`config.mk`:
```
export PLATFORM = sky130hd
export DESIGN_NAME = delta_patch_stream_decoder
export DESIGN_NICKNAME = d
export VERILOG_FILES = /design/src/hdl/dpsd_pkg.sv /design/src/hdl/delta_patch_stream_decoder.sv /design/src/hdl/dpsd_rq.sv
export SDC_FILE = /design/constraint.sdc
export NUM_CORES = 2
export LEC_CHECK = 0
export ABC_AREA = 0
export BUFFER_PORTS_ARGS = -buffer_cell sky130_fd_sc_hd__clkbuf_2
export CORE_MARGIN = 2
export CORE_UTILIZATION = 61
export CTS_CLUSTER_DIAMETER = 50
export CTS_CLUSTER_SIZE = 30
export DETAILED_ROUTE_END_ITERATION = 10
export HOLD_SLACK_MARGIN = 0.03
export MAX_ROUTING_LAYER = met4
export PLACE_DENSITY = 0.77
export RECOVER_POWER = 100
export SLEW_MARGIN = 10
export SYNTH_ARGS = -nofsm -noshare
export SYNTH_HDL_FRONTEND = slang
export SYNTH_SLANG_ARGS = --single-unit
```
`constraint.sdc`:
```
create_clock -name clk -period 22 [get_ports clk]
set_clock_uncertainty 0.05 [all_clocks]
set_input_delay 0 -clock clk [delete_from_list [all_inputs] [get_ports clk]]
set_output_delay 0 -clock clk [all_outputs]
set_load 0.05 [all_outputs]
```
`src/hdl/dpsd_pkg.sv`:
```
// shared types, codes and tables of the patch stream decoder
package dpsd_pkg;

  // decode phase of the current patch
  typedef enum logic [1:0] {
    PH_HEADER,
    PH_OPS,
    PH_LITERAL,
    PH_DONE
  } phase_t;

  // result kinds
  localparam logic [2:0] KIND_OLD_MD5 = 3'd0;
  localparam logic [2:0] KIND_NEW_MD5 = 3'd1;
  localparam logic [2:0] KIND_LITERAL = 3'd2;
  localparam logic [2:0] KIND_COPY    = 3'd3;
  localparam logic [2:0] KIND_OK      = 3'd4;
  localparam logic [2:0] KIND_ERROR   = 3'd5;

  // error codes
  localparam logic [2:0] ERR_NOT_PATCH  = 3'd0;
  localparam logic [2:0] ERR_OLD_SIZE   = 3'd1;
  localparam logic [2:0] ERR_TRUNC_OP   = 3'd2;
  localparam logic [2:0] ERR_COPY_PAST  = 3'd3;
  localparam logic [2:0] ERR_TRUNC_DATA = 3'd4;
  localparam logic [2:0] ERR_UNKNOWN_OP = 3'd5;
  localparam logic [2:0] ERR_OUT_SIZE   = 3'd6;

  // op kind bytes
  localparam logic [7:0] OP_COPY   = 8'd0;
  localparam logic [7:0] OP_INSERT = 8'd1;

  // default depth of the result queue
  localparam int unsigned RQ_DEPTH = 4;

  typedef struct packed {
    logic [2:0]  kind;
    logic [7:0]  data_byte;
    logic [4:0]  char_index;
    logic [31:0] copy_offset;
    logic [31:0] copy_length;
    logic [2:0]  error_code;
    logic        last_result;
  } res_t;

  // header magic "C3PATCH1"
  function automatic logic [7:0] magic_byte(input logic [2:0] idx);
    logic [7:0] v;
    unique case (idx)
      3'd0: v = 8'h43;
      3'd1: v = 8'h33;
      3'd2: v = 8'h50;
      3'd3: v = 8'h41;
      3'd4: v = 8'h54;
      3'd5: v = 8'h43;
      3'd6: v = 8'h48;
      3'd7: v = 8'h31;
    endcase
    return v;
  endfunction

endpackage

```
`src/hdl/delta_patch_stream_decoder.sv`:
```
// top level of the copy/insert delta patch stream decoder
// results of an accepted patch byte are written into the registered result queue
// throughput: one patch byte per cycle; a byte that makes two results pushes
//   both into the queue, and in_ready drops while the result queue has
//   fewer than two free entries
// reset: synchronous active-low rst_n clears the phase, counters, the queue
//   and old_file_size; config writes are taken in every cycle outside reset
module delta_patch_stream_decoder #(
  parameter int unsigned RQ_DEPTH = dpsd_pkg::RQ_DEPTH
) (
  input  logic        clk,
  input  logic        rst_n,
  // config write channel
  input  logic        cfg_valid,
  output logic        cfg_ready,
  input  logic [31:0] cfg_old_file_size,
  // patch byte channel
  input  logic        in_valid,
  output logic        in_ready,
  input  logic [7:0]  in_patch_byte,
  input  logic        in_final_byte,
  // result channel
  output logic        out_valid,
  input  logic        out_ready,
  output logic [2:0]  out_kind,
  output logic [7:0]  out_data_byte,
  output logic [4:0]  out_char_index,
  output logic [31:0] out_copy_offset,
  output logic [31:0] out_copy_length,
  output logic [2:0]  out_error_code,
  output logic        out_last_result
);

  // header byte map: magic, old size, old md5, new size, new md5, op count
  localparam logic [6:0] HDR_OLD_SIZE = 7'd8;
  localparam logic [6:0] HDR_OLD_MD5  = 7'd12;
  localparam logic [6:0] HDR_NEW_SIZE = 7'd44;
  localparam logic [6:0] HDR_NEW_MD5  = 7'd48;
  localparam logic [6:0] HDR_OPS      = 7'd80;
  localparam logic [6:0] HDR_LAST     = 7'd83;
  // op byte map: kind, first word, second word
  localparam logic [3:0] OP_W2        = 4'd5;
  localparam logic [3:0] OP_LAST      = 4'd8;

  // ---- state ----
  logic [31:0]       old_size_r;
  dpsd_pkg::phase_t  phase_r, ph_mid, phase_nxt;
  logic [6:0]        hdr_pos_r, hdr_pos_nxt;
  logic              magic_ok_r, magic_ok_now, magic_nxt;
  logic [31:0]       hdr_old_r, hdr_old_nxt;
  logic [31:0]       exp_new_r, exp_new_nxt;
  logic [31:0]       ops_rem_r, ops_rem_nxt;
  logic [7:0]        op_kind_r, op_kind_nxt;
  logic [31:0]       op_w1_r, op_w1_nxt;
  logic [31:0]       op_w2_r, op_w2_nxt;
  logic [3:0]        op_pos_r, op_pos_nxt;
  logic [31:0]       lit_rem_r, lit_rem_nxt;
  logic [63:0]       total_r, total_upd, total_nxt;

  // ---- decode conditions ----
  logic        acc, fin;
  logic        in_hdr, in_ops, in_lit;
  logic        hdr_last, hdr_err_magic, hdr_err_size, hdr_ok;
  logic        md5_old, md5_new;
  logic [6:0]  old_idx, new_idx;
  logic [1:0]  op_lane;
  logic        op_last, is_copy, is_ins, bad_kind;
  logic [32:0] copy_end;
  logic        copy_bad, copy_ok, ins_empty, ins_long;
  logic        lit_last, op_complete, end_now, end_good, stop;

  // ---- results ----
  dpsd_pkg::res_t res_p, res_e, res_f, slot0, slot1;
  logic           p_v, e_v, f_v;
  logic [1:0]     n_res, push_cnt;
  logic           q_room, q_pop;
  dpsd_pkg::res_t q_head;

  assign cfg_ready = 1'b1;
  assign acc       = in_valid & in_ready;
  assign fin       = in_final_byte;

  assign in_hdr = (phase_r == dpsd_pkg::PH_HEADER);
  assign in_ops = (phase_r == dpsd_pkg::PH_OPS);
  assign in_lit = (phase_r == dpsd_pkg::PH_LITERAL);

  // header: magic and old size are judged on the last header byte
  assign hdr_last      = in_hdr && (hdr_pos_r == HDR_LAST);
  assign hdr_err_magic = hdr_last && !magic_ok_r;
  assign hdr_err_size  = hdr_last && magic_ok_r && (hdr_old_r != old_size_r);
  assign hdr_ok        = hdr_last && magic_ok_r && (hdr_old_r == old_size_r);
  assign magic_ok_now  = (in_hdr && (hdr_pos_r < HDR_OLD_SIZE)) ?
                         (magic_ok_r && (in_patch_byte == dpsd_pkg::magic_byte(hdr_pos_r[2:0]))) :
                         magic_ok_r;

  assign md5_old = in_hdr && (hdr_pos_r >= HDR_OLD_MD5) && (hdr_pos_r < HDR_NEW_SIZE);
  assign md5_new = in_hdr && (hdr_pos_r >= HDR_NEW_MD5) && (hdr_pos_r < HDR_OPS);
  assign old_idx = hdr_pos_r - HDR_OLD_MD5;
  assign new_idx = hdr_pos_r - HDR_NEW_MD5;

  // both op words start on a byte position one above a multiple of four
  assign op_lane = op_pos_r[1:0] - 2'd1;

  // ---- field capture: header and op fields are written byte lane by byte lane ----
  always_comb begin
    hdr_old_nxt = hdr_old_r;
    exp_new_nxt = exp_new_r;
    ops_rem_nxt = ops_rem_r;
    op_kind_nxt = op_kind_r;
    op_w1_nxt   = op_w1_r;
    op_w2_nxt   = op_w2_r;
    lit_rem_nxt = lit_rem_r;
    if (in_hdr) begin
      // the size fields all start on multiples of four
      if ((hdr_pos_r >= HDR_OLD_SIZE) && (hdr_pos_r < HDR_OLD_MD5)) begin
        hdr_old_nxt[{hdr_pos_r[1:0], 3'b000} +: 8] = in_patch_byte;
      end
      if ((hdr_pos_r >= HDR_NEW_SIZE) && (hdr_pos_r < HDR_NEW_MD5)) begin
        exp_new_nxt[{hdr_pos_r[1:0], 3'b000} +: 8] = in_patch_byte;
      end
      if (hdr_pos_r >= HDR_OPS) begin
        ops_rem_nxt[{hdr_pos_r[1:0], 3'b000} +: 8] = in_patch_byte;
      end
    end else if (in_ops) begin
      if (op_pos_r == 4'd0) begin
        op_kind_nxt = in_patch_byte;
      end else if (op_pos_r < OP_W2) begin
        op_w1_nxt[{op_lane, 3'b000} +: 8] = in_patch_byte;
      end else begin
        op_w2_nxt[{op_lane, 3'b000} +: 8] = in_patch_byte;
      end
      if (op_pos_r == OP_LAST) begin
        ops_rem_nxt = ops_rem_r - 32'd1;
        if (op_kind_r == dpsd_pkg::OP_INSERT) begin
          lit_rem_nxt = op_w1_r;
        end
      end
    end else if (in_lit) begin
      lit_rem_nxt = lit_rem_r - 32'd1;
    end
  end

  // ---- op judgment on the ninth byte ----
  assign op_last   = in_ops && (op_pos_r == OP_LAST);
  assign is_copy   = op_last && (op_kind_r == dpsd_pkg::OP_COPY);
  assign is_ins    = op_last && (op_kind_r == dpsd_pkg::OP_INSERT);
  assign bad_kind  = op_last && !is_copy && !is_ins;
  // bounds check at full precision: offset + length may carry out of 32 bits
  assign copy_end  = {1'b0, op_w1_r} + {1'b0, op_w2_nxt};
  assign copy_bad  = is_copy && (copy_end > {1'b0, old_size_r});
  assign copy_ok   = is_copy && !copy_bad;
  assign ins_empty = is_ins && (op_w1_r == 32'd0);
  assign ins_long  = is_ins && (op_w1_r != 32'd0);
  assign lit_last  = in_lit && (lit_rem_r == 32'd1);

  // an op (or the header) has finished cleanly; end report when none are left
  assign op_complete = hdr_ok || copy_ok || ins_empty || lit_last;
  assign end_now     = op_complete && (ops_rem_nxt == 32'd0);

  // running output byte count
  always_comb begin
    total_upd = total_r;
    if (copy_ok) begin
      total_upd = total_r + {32'd0, op_w2_nxt};
    end else if (in_lit) begin
      total_upd = total_r + 64'd1;
    end
  end

  assign end_good  = (total_upd == {32'd0, exp_new_nxt});
  assign stop      = hdr_err_magic || hdr_err_size || copy_bad || bad_kind || end_now;

  // ---- next phase ----
  always_comb begin
    ph_mid = phase_r;
    if (stop) begin
      ph_mid = dpsd_pkg::PH_DONE;
    end else if (op_complete) begin
      ph_mid = dpsd_pkg::PH_OPS;
    end else if (ins_long) begin
      ph_mid = dpsd_pkg::PH_LITERAL;
    end
    // the final byte always starts a fresh patch
    phase_nxt = fin ? dpsd_pkg::PH_HEADER : ph_mid;
  end

  // ---- counters and flags ----
  always_comb begin
    hdr_pos_nxt = hdr_pos_r;
    op_pos_nxt  = op_pos_r;
    if (in_hdr && !hdr_last) begin
      hdr_pos_nxt = hdr_pos_r + 7'd1;
    end
    if (in_ops) begin
      op_pos_nxt = op_last ? 4'd0 : op_pos_r + 4'd1;
    end
    magic_nxt = magic_ok_now;
    total_nxt = total_upd;
    if (fin) begin
      hdr_pos_nxt = '0;
      op_pos_nxt  = '0;
      magic_nxt   = 1'b1;
      total_nxt   = '0;
    end
  end

  // ---- results for this byte: primary, end report, early-final error ----
  always_comb begin
    res_p = '0;
    p_v   = 1'b0;
    if (md5_old) begin
      p_v              = 1'b1;
      res_p.kind       = dpsd_pkg::KIND_OLD_MD5;
      res_p.data_byte  = in_patch_byte;
      res_p.char_index = old_idx[4:0];
    end else if (md5_new) begin
      p_v              = 1'b1;
      res_p.kind       = dpsd_pkg::KIND_NEW_MD5;
      res_p.data_byte  = in_patch_byte;
      res_p.char_index = new_idx[4:0];
    end else if (hdr_err_magic) begin
      p_v              = 1'b1;
      res_p.kind       = dpsd_pkg::KIND_ERROR;
      res_p.error_code = dpsd_pkg::ERR_NOT_PATCH;
    end else if (hdr_err_size) begin
      p_v              = 1'b1;
      res_p.kind       = dpsd_pkg::KIND_ERROR;
      res_p.error_code = dpsd_pkg::ERR_OLD_SIZE;
    end else if (copy_bad) begin
      p_v              = 1'b1;
      res_p.kind       = dpsd_pkg::KIND_ERROR;
      res_p.error_code = dpsd_pkg::ERR_COPY_PAST;
    end else if (bad_kind) begin
      p_v              = 1'b1;
      res_p.kind       = dpsd_pkg::KIND_ERROR;
      res_p.error_code = dpsd_pkg::ERR_UNKNOWN_OP;
    end else if (copy_ok) begin
      p_v               = 1'b1;
      res_p.kind        = dpsd_pkg::KIND_COPY;
      res_p.copy_offset = op_w1_r;
      res_p.copy_length = op_w2_nxt;
    end else if (in_lit) begin
      p_v             = 1'b1;
      res_p.kind      = dpsd_pkg::KIND_LITERAL;
      res_p.data_byte = in_patch_byte;
    end

    res_e            = '0;
    e_v              = end_now;
    res_e.kind       = end_good ? dpsd_pkg::KIND_OK : dpsd_pkg::KIND_ERROR;
    res_e.error_code = end_good ? dpsd_pkg::ERR_NOT_PATCH : dpsd_pkg::ERR_OUT_SIZE;

    // final byte before the patch ended: error by where decoding stopped
    res_f      = '0;
    res_f.kind = dpsd_pkg::KIND_ERROR;
    f_v        = fin && (ph_mid != dpsd_pkg::PH_DONE);
    unique case (ph_mid)
      dpsd_pkg::PH_HEADER:  res_f.error_code = dpsd_pkg::ERR_NOT_PATCH;
      dpsd_pkg::PH_OPS:     res_f.error_code = dpsd_pkg::ERR_TRUNC_OP;
      dpsd_pkg::PH_LITERAL: res_f.error_code = dpsd_pkg::ERR_TRUNC_DATA;
      dpsd_pkg::PH_DONE:    res_f.error_code = dpsd_pkg::ERR_NOT_PATCH;
    endcase

    // at most two of the three are present; pack them in order
    n_res = {1'b0, p_v} + {1'b0, e_v} + {1'b0, f_v};
    slot0 = p_v ? res_p : (e_v ? res_e : res_f);
    slot1 = (p_v && e_v) ? res_e : res_f;
    slot0.last_result = (n_res == 2'd1);
    slot1.last_result = 1'b1;
    push_cnt = acc ? n_res : 2'd0;
  end

  // ---- registers ----
  always_ff @(posedge clk) begin
    if (!rst_n) begin
      old_size_r <= '0;
      phase_r    <= dpsd_pkg::PH_HEADER;
      hdr_pos_r  <= '0;
      op_pos_r   <= '0;
      magic_ok_r <= 1'b1;
      total_r    <= '0;
    end else begin
      if (cfg_valid && cfg_ready) begin
        old_size_r <= cfg_old_file_size;
      end
      if (acc) begin
        phase_r    <= phase_nxt;
        hdr_pos_r  <= hdr_pos_nxt;
        op_pos_r   <= op_pos_nxt;
        magic_ok_r <= magic_nxt;
        total_r    <= total_nxt;
      end
    end
  end

  // captured fields are always written before they are read
  always_ff @(posedge clk) begin
    if (acc) begin
      hdr_old_r <= hdr_old_nxt;
      exp_new_r <= exp_new_nxt;
      ops_rem_r <= ops_rem_nxt;
      op_kind_r <= op_kind_nxt;
      op_w1_r   <= op_w1_nxt;
      op_w2_r   <= op_w2_nxt;
      lit_rem_r <= lit_rem_nxt;
    end
  end

  // ---- result queue decouples the byte side from the result side ----
  assign q_pop = out_valid && out_ready;

  dpsd_rq #(
    .DEPTH (RQ_DEPTH)
  ) u_rq (
    .clk       (clk),
    .rst_n     (rst_n),
    .push_cnt  (push_cnt),
    .push_d0   (slot0),
    .push_d1   (slot1),
    .room      (q_room),
    .pop       (q_pop),
    .not_empty (out_valid),
    .head      (q_head)
  );

  // a byte is taken only when two results fit
  assign in_ready = q_room;

  assign out_kind        = q_head.kind;
  assign out_data_byte   = q_head.data_byte;
  assign out_char_index  = q_head.char_index;
  assign out_copy_offset = q_head.copy_offset;
  assign out_copy_length = q_head.copy_length;
  assign out_error_code  = q_head.error_code;
  assign out_last_result = q_head.last_result;

endmodule

```
`src/hdl/dpsd_rq.sv`:
```
// result queue: takes up to two results per cycle, hands out one per cycle
module dpsd_rq #(
  parameter int unsigned DEPTH = dpsd_pkg::RQ_DEPTH
) (
  input  logic             clk,
  input  logic             rst_n,
  input  logic [1:0]       push_cnt,
  input  dpsd_pkg::res_t   push_d0,
  input  dpsd_pkg::res_t   push_d1,
  output logic             room,
  input  logic             pop,
  output logic             not_empty,
  output dpsd_pkg::res_t   head
);

  localparam int unsigned PW = (DEPTH > 1) ? $clog2(DEPTH) : 1;
  localparam int unsigned CW = $clog2(DEPTH + 1);

  dpsd_pkg::res_t  mem_r [DEPTH];
  logic [PW-1:0]   wr_r, rd_r, wr_nxt, rd_nxt, wr_second;
  logic [CW-1:0]   cnt_r, cnt_nxt;

  function automatic logic [PW-1:0] ptr_inc(input logic [PW-1:0] p);
    return (p == PW'(DEPTH - 1)) ? '0 : p + 1'b1;
  endfunction

  assign wr_second = ptr_inc(wr_r);
  assign room      = (cnt_r <= CW'(DEPTH - 2));
  assign not_empty = (cnt_r != '0);
  assign head      = mem_r[rd_r];

  always_comb begin
    wr_nxt = wr_r;
    if (push_cnt == 2'd1) begin
      wr_nxt = wr_second;
    end else if (push_cnt == 2'd2) begin
      wr_nxt = ptr_inc(wr_second);
    end
    rd_nxt  = pop ? ptr_inc(rd_r) : rd_r;
    cnt_nxt = cnt_r + CW'(push_cnt) - CW'(pop);
  end

  always_ff @(posedge clk) begin
    if (!rst_n) begin
      wr_r  <= '0;
      rd_r  <= '0;
      cnt_r <= '0;
    end else begin
      wr_r  <= wr_nxt;
      rd_r  <= rd_nxt;
      cnt_r <= cnt_nxt;
    end
  end

  always_ff @(posedge clk) begin
    if (push_cnt != 2'd0) begin
      mem_r[wr_r] <= push_d0;
    end
    if (push_cnt == 2'd2) begin
      mem_r[wr_second] <= push_d1;
    end
  end

endmodule

```
Yosys cells after proc, flatten, opt, wreduce, memory -nomap -nowiden --
Memory sizes are Yosys's and may differ from the RTL's. A register that Yosys moved wholly into a read port is not among the register bits. Index checks and enable logic that the tools add are counted.
Storage, ports and cells: flip-flop bits (word level) 317, memory bits (writable) 336, memory bits (read-only) 56, input bits 46, output and inout bits 87, word-level logic and storage cells 227, memories kept 2
Memories:
- u_rq.mem_r | words 4, bits a word 84, read ports 1, clocked after Yosys merged registers in 1, write ports 2, line dpsd_rq.sv:19 | dpsd_pkg::res_t mem_r [DEPTH];
- (no name shown) | words 8, bits a word 7, read ports 1, clocked after Yosys merged registers in 1, write ports 0, line dpsd_pkg.sv:49 | unique case (idx)
Cells by class: add/sub/neg operators 19, magnitude comparators 13, eq/ne operators 22, shift-type cells 4, mux-type cells 86, bitwise logic cells 3, reductions and logical operators 62
Operators by type and width (number):
- two-way mux 64 bit | 8
- two-way mux 32 bit | 14
- two-way mux 82 bit | 2
- bitwise mux 32 bit | 5
- two-way mux 67 bit | 2
- two-way mux 84 bit | 1
- adder 64 x 1 -> 64 bit (second input constant) | 1
- adder 64 x 32 -> 64 bit | 1
- equality test 64 x 32 -> 1 bit | 1
- zero test 32 bit | 2
- variable shift 8 x 7 -> 32 bit (first input constant) | 2
- variable part select 8 x 7 -> 32 bit | 2
- subtractor 32 x 1 -> 32 bit (second input constant) | 2
- two-way mux 8 bit | 5
- adder 32 x 32 -> 33 bit | 1
- > comparator 33 x 32 -> 1 bit | 1
- two-way mux 3 bit | 11
- equality test 32 x 1 -> 1 bit (second input constant) | 1
- equality test 32 bit | 1
- != test 32 bit | 1
- nonzero test 32 bit | 1
- logical AND 1 bit | 28
- two-way mux 2 bit | 13
- two-way mux 16 bit | 1
- other kinds (48) | 102

Longest topological paths before layout --
word-level depth 26, depth in mapped cells 50, mapped depth without buffers 41

Hierarchy --
From an unflattened synthesis, not the netlist that was laid out.
Second synthesis, totals: cell total of the unflattened synthesis 3544, area total of the unflattened synthesis 40111.0 sq um
Modules (own cells, without submodules):
- delta_patch_stream_decoder | instances 1, cells an instance 2671, area an instance 23144.7 sq um, sequential area each 8348.0 sq um
- dpsd_rq | instances 1, cells an instance 873, area an instance 16966.3 sq um, sequential area each 10269.8 sq um

Worst setup path before layout --
Ideal clock, no wire load.
path kind flip-flop to flip-flop, from register phase_r[0], to memory u_rq.mem_r[0][0] (netlist bit), setup time 117 ps, arrival time 10760 ps, required time 21833 ps, path slack 11073 ps, stages on the path, launching flop included 49, path buffers 9, period minus slack after synthesis 10927 ps, cell sequence dfxtp_1 inv_1 ha_1 clkbuf_1 clkbuf_1 clkbuf_1 clkbuf_1 clkbuf_1 nand2b_1 a21oi_1 and2_1 clkbuf_1 a22o_1 ha_1 a21o_1 a21oi_1 nor2b_1 or4_1 (+13 left out) o21ai_1 a2111oi_0 a31oi_1 nor3_4 nor4_1 or4_1 clkbuf_1 nand2_1 a21oi_1 o21ai_0 fa_1 nand2b_1 ha_1 clkbuf_1 a21oi_1 clkbuf_1 inv_1 o22a_1
RTL lines:
- start, declared | line delta_patch_stream_decoder.sv:47 | dpsd_pkg::phase_t phase_r, ph_mid, phase_nxt;
- start signal, assigned | line delta_patch_stream_decoder.sv:277 | phase_r <= dpsd_pkg::PH_HEADER;
- start signal, assigned | line delta_patch_stream_decoder.sv:287 | phase_r <= phase_nxt;
- end, declared | line dpsd_rq.sv:19

==> results.json <==
{
  "crit_required_ns": 22.31,
  "power_density_nw_per_um2": 71.0,
  "final_common_cell": "dfxtp_1",
  "finalPower_uw": 2890,
  "setup_viol": 0,
  "via_per_inst": 6.71,
  "antenna_found_initial": 2,
  "cts-htree-levels": 3,
  "io_pins": 133,
  "clk_path_buf_depth": 3,
  "start_util_pct": 61.7,
  "hold_class": "input port to register",
  "worst_slew_pin_slew_ns": 3.86,
  "crit_path_max_incr_delay_ns": 2.25,
  "crit_path_frequent_cell": "clkbuf_1",
  "vias": 31500,
  "ant_nets": 0,
  "synth_ff_type": "dfxtp_1",
  "fmax_mhz": 62.2,
  "grt_overflow_total": 0,
  "io_buffers": 131,
  "synth_nets": 3922,
  "synth.top_cell.area_share_pct": 24.7,
  "cp_slowest_cell": "clkbuf_1",
  "numCtsBuffers": 70,
  "period_minus_slack_ns": 16.09,
  "synthTopCellsByArea": "dfxtp_1, edfxtp_1, a22o_1",
  "fin_ws_ns": 5.91,
  "grt.met2_usage_pct": 58.9,
  "gp_congestion": 1.02,
  "synth_edf_count": 212,
  "grt_usage_pct": 39.0,
  "crit_path_end_kind": "register",
  "irDropWorstVdd_v": 0.0000894,
  "cts_resized": 0,
  "violations": "capacitance limit, slew limit",
  "syn_avg_cell_area_um2": 9.75,
  "status": "finished, violations left",
  "grt_busiest_layer": "met2",
  "cts.sink_count": 662,
  "met1_usage_pct": 49.7,
  "fin_nets": 4043,
  "crit_fanout": 75,
  "insertion_delay_ns": 0.65,
  "wire_per_inst_um": 25.3,
  "root_buffer": "clkbuf_16",
  "drcViolationCount": 0,
  "fin_hold_ws_ns": 0.123,
  "grt_pass1_wl_mm": 178,
  "dr.pass1.iters": 8,
  "grt_pass1_vias": 29400,
  "groute.layer.met3.usage_pct": 7.38,
  "ys_types": 90,
  "worstPathArrival_ns": 16.39,
  "cts_tree": "built",
  "tns_ns": 0,
  "timing_worst_setup_path_type": "register to register",
  "syn-cell-area_um2": 36400,
  "synth_warnings": 0,
  "area_delta_synth_final_pct": 11.7,
  "num_rows": 89,
  "critPathTopFamily": "buffers and inverters",
  "routed_wl_mm": 119,
  "core_area_um2": 59000,
  "place_hpwl_mm": 81.7,
  "final_max_slew_viol_count": 637,
  "synth-async-reset-ratio_pct": 0,
  "yosysSeqAreaShare_pct": 42.2,
  "grt_max_degree": 79,
  "relSlewSlack_pct": -158,
  "die_area_um2": 61700,
  "synthCells": 3735,
  "ys_ff_latch": 662,
  "place_ws_ns": 9.97,
  "drt_iter0_markers": 3612,
  "power_leakage_uw": 0.0149,
  "maxCapViolCount": 12,
  "die_x_um": 248,
  "path_buf_inv": 5,
  "fp.dieH_um": 248,
  "cp-start-kind": "register",
  "clk_pin_slew_worst_paths_ns": 0.08,
  "drive_gt1_share_pct": 8.25,
  "layout.core_utilization_pct": 68.9,
  "fin_crit_sh_pct": 73.1,
  "rsz0062_at_grt": "false",
  "finalHoldViolCount": 0,
  "layout_common_cells": "dfxtp_1, nand2_1, a22o_1",
  "synth.largest_area_cell": "dfxtp_1"
}
[sequential cells by signal, indices dropped and copies added (netlist names), 2 cells and up, named ones only]
signal	cells
exp_new_r	32
hdr_old_r	32
hdr_pos_r	7
lit_rem_r	32
old_size_r	32
op_kind_r	8
op_pos_r	4
op_w1_r	32
op_w2_r	32
ops_rem_r	32
phase_r	2
total_r	64
u_rq.cnt_r	3
u_rq.mem_r	336
u_rq.rd_r	2
u_rq.wr_r	2
[synth_stat cells, types with 8 or more instances]
cell type	count
dfxtp_1	450
nand2_1	341
a22o_1	280
o21ai_0	216
edfxtp_1	212
nor2_1	207
clkbuf_1	190
a21oi_1	172
inv_1	157
ha_1	137
xnor2_1	131
xor2_1	107
nor2b_1	104
mux4_2	84
mux2i_1	80
nand3_1	78
nor3_1	77
and2_1	66
nand4_1	66
nor4_1	60
o211ai_1	39
mux2_2	34
a21o_1	32
and3_1	29
nand2b_1	27
or4_1	24
a21boi_0	21
o21a_1	19
o22ai_1	18
or3_1	18
a31oi_1	17
buf_1	17
a211oi_1	15
or2_2	15
a22oi_1	13
a32oi_1	12
nor3b_1	10
o2111ai_1	10
and4_1	9
nand4b_1	9
a2111oi_0	8
o31ai_1	8
[tightest hold or removal path, cell delays in order]
cell     delay (ns)
buf_2          0.29
nand2_1        0.36
nor2_1         0.08
[cell families (layout without fill, tap and decap cells)]
family / count (synthesis) / count (layout) / synth area share, %
compound gates: 949 / 949 / 18.1
xor+xnor: 243 / 243 / 6.03
fa+ha+maj: 141 / 141 / 4.93
buf+inv: 366 / 544 / 3.78
flops: 662 / 662 / 42.2
mux: 198 / 198 / 8.45
other cells: 1 / 5 / 0.0103
simple gates: 1175 / 1175 / 16.4
[worst paths after layout]
check | endpoint | slack, ns | depth (start not counted) | from
worst min-delay path | hdr_pos_r[3] | 0.12 | 3 | rst_n
worst min register to register | u_rq.mem_r[2][7] | 0.40 | 2 | u_rq.mem_r[2][7]
worst max-delay path | u_rq.mem_r[3][81] | 5.91 | 40 | phase_r[1]
worst max register to register | u_rq.mem_r[3][81] | 5.91 | 40 | phase_r[1]
[metrics by stage]
step                std cells  instance area, um^2
floorplan                3735                36400
global placement         4483                37700
detailed placement       4483                37700
CTS                      4686                41000
global route             4688                40700
finish                   4690                40700
[layer usage]
metal | share of wire (%) | wire, um
met4 | 6.2 | 7390
met3 | 10 | 12200
met5 | 0 | 0
met2 | 45 | 53100
met1 | 39 | 46000
[power breakdown]
part / switching (uW) / internal, uW
Sequential: 43.9 / 1300
Clock: 588 / 672
Combinational: 185 / 104
[timing repair]
item                       4_1_cts  5_1_grt
hold endpoints to repair        89        0
setup buffers                    0        0
hold buffers                    74        0
setup endpoints to repair        0        0
[final cells by class]
type                    count  area (um^2)
fillers                  4610        18300
repair buffers            257         1590
multi-input cells        2707        19700
clock buffers              77         1840
flip-flops and latches    662        15400
clock inverters            52          649
inverters                 158          594
diodes                      4         10.0
well taps                 773          967
(Power assumes the default switching activity.)
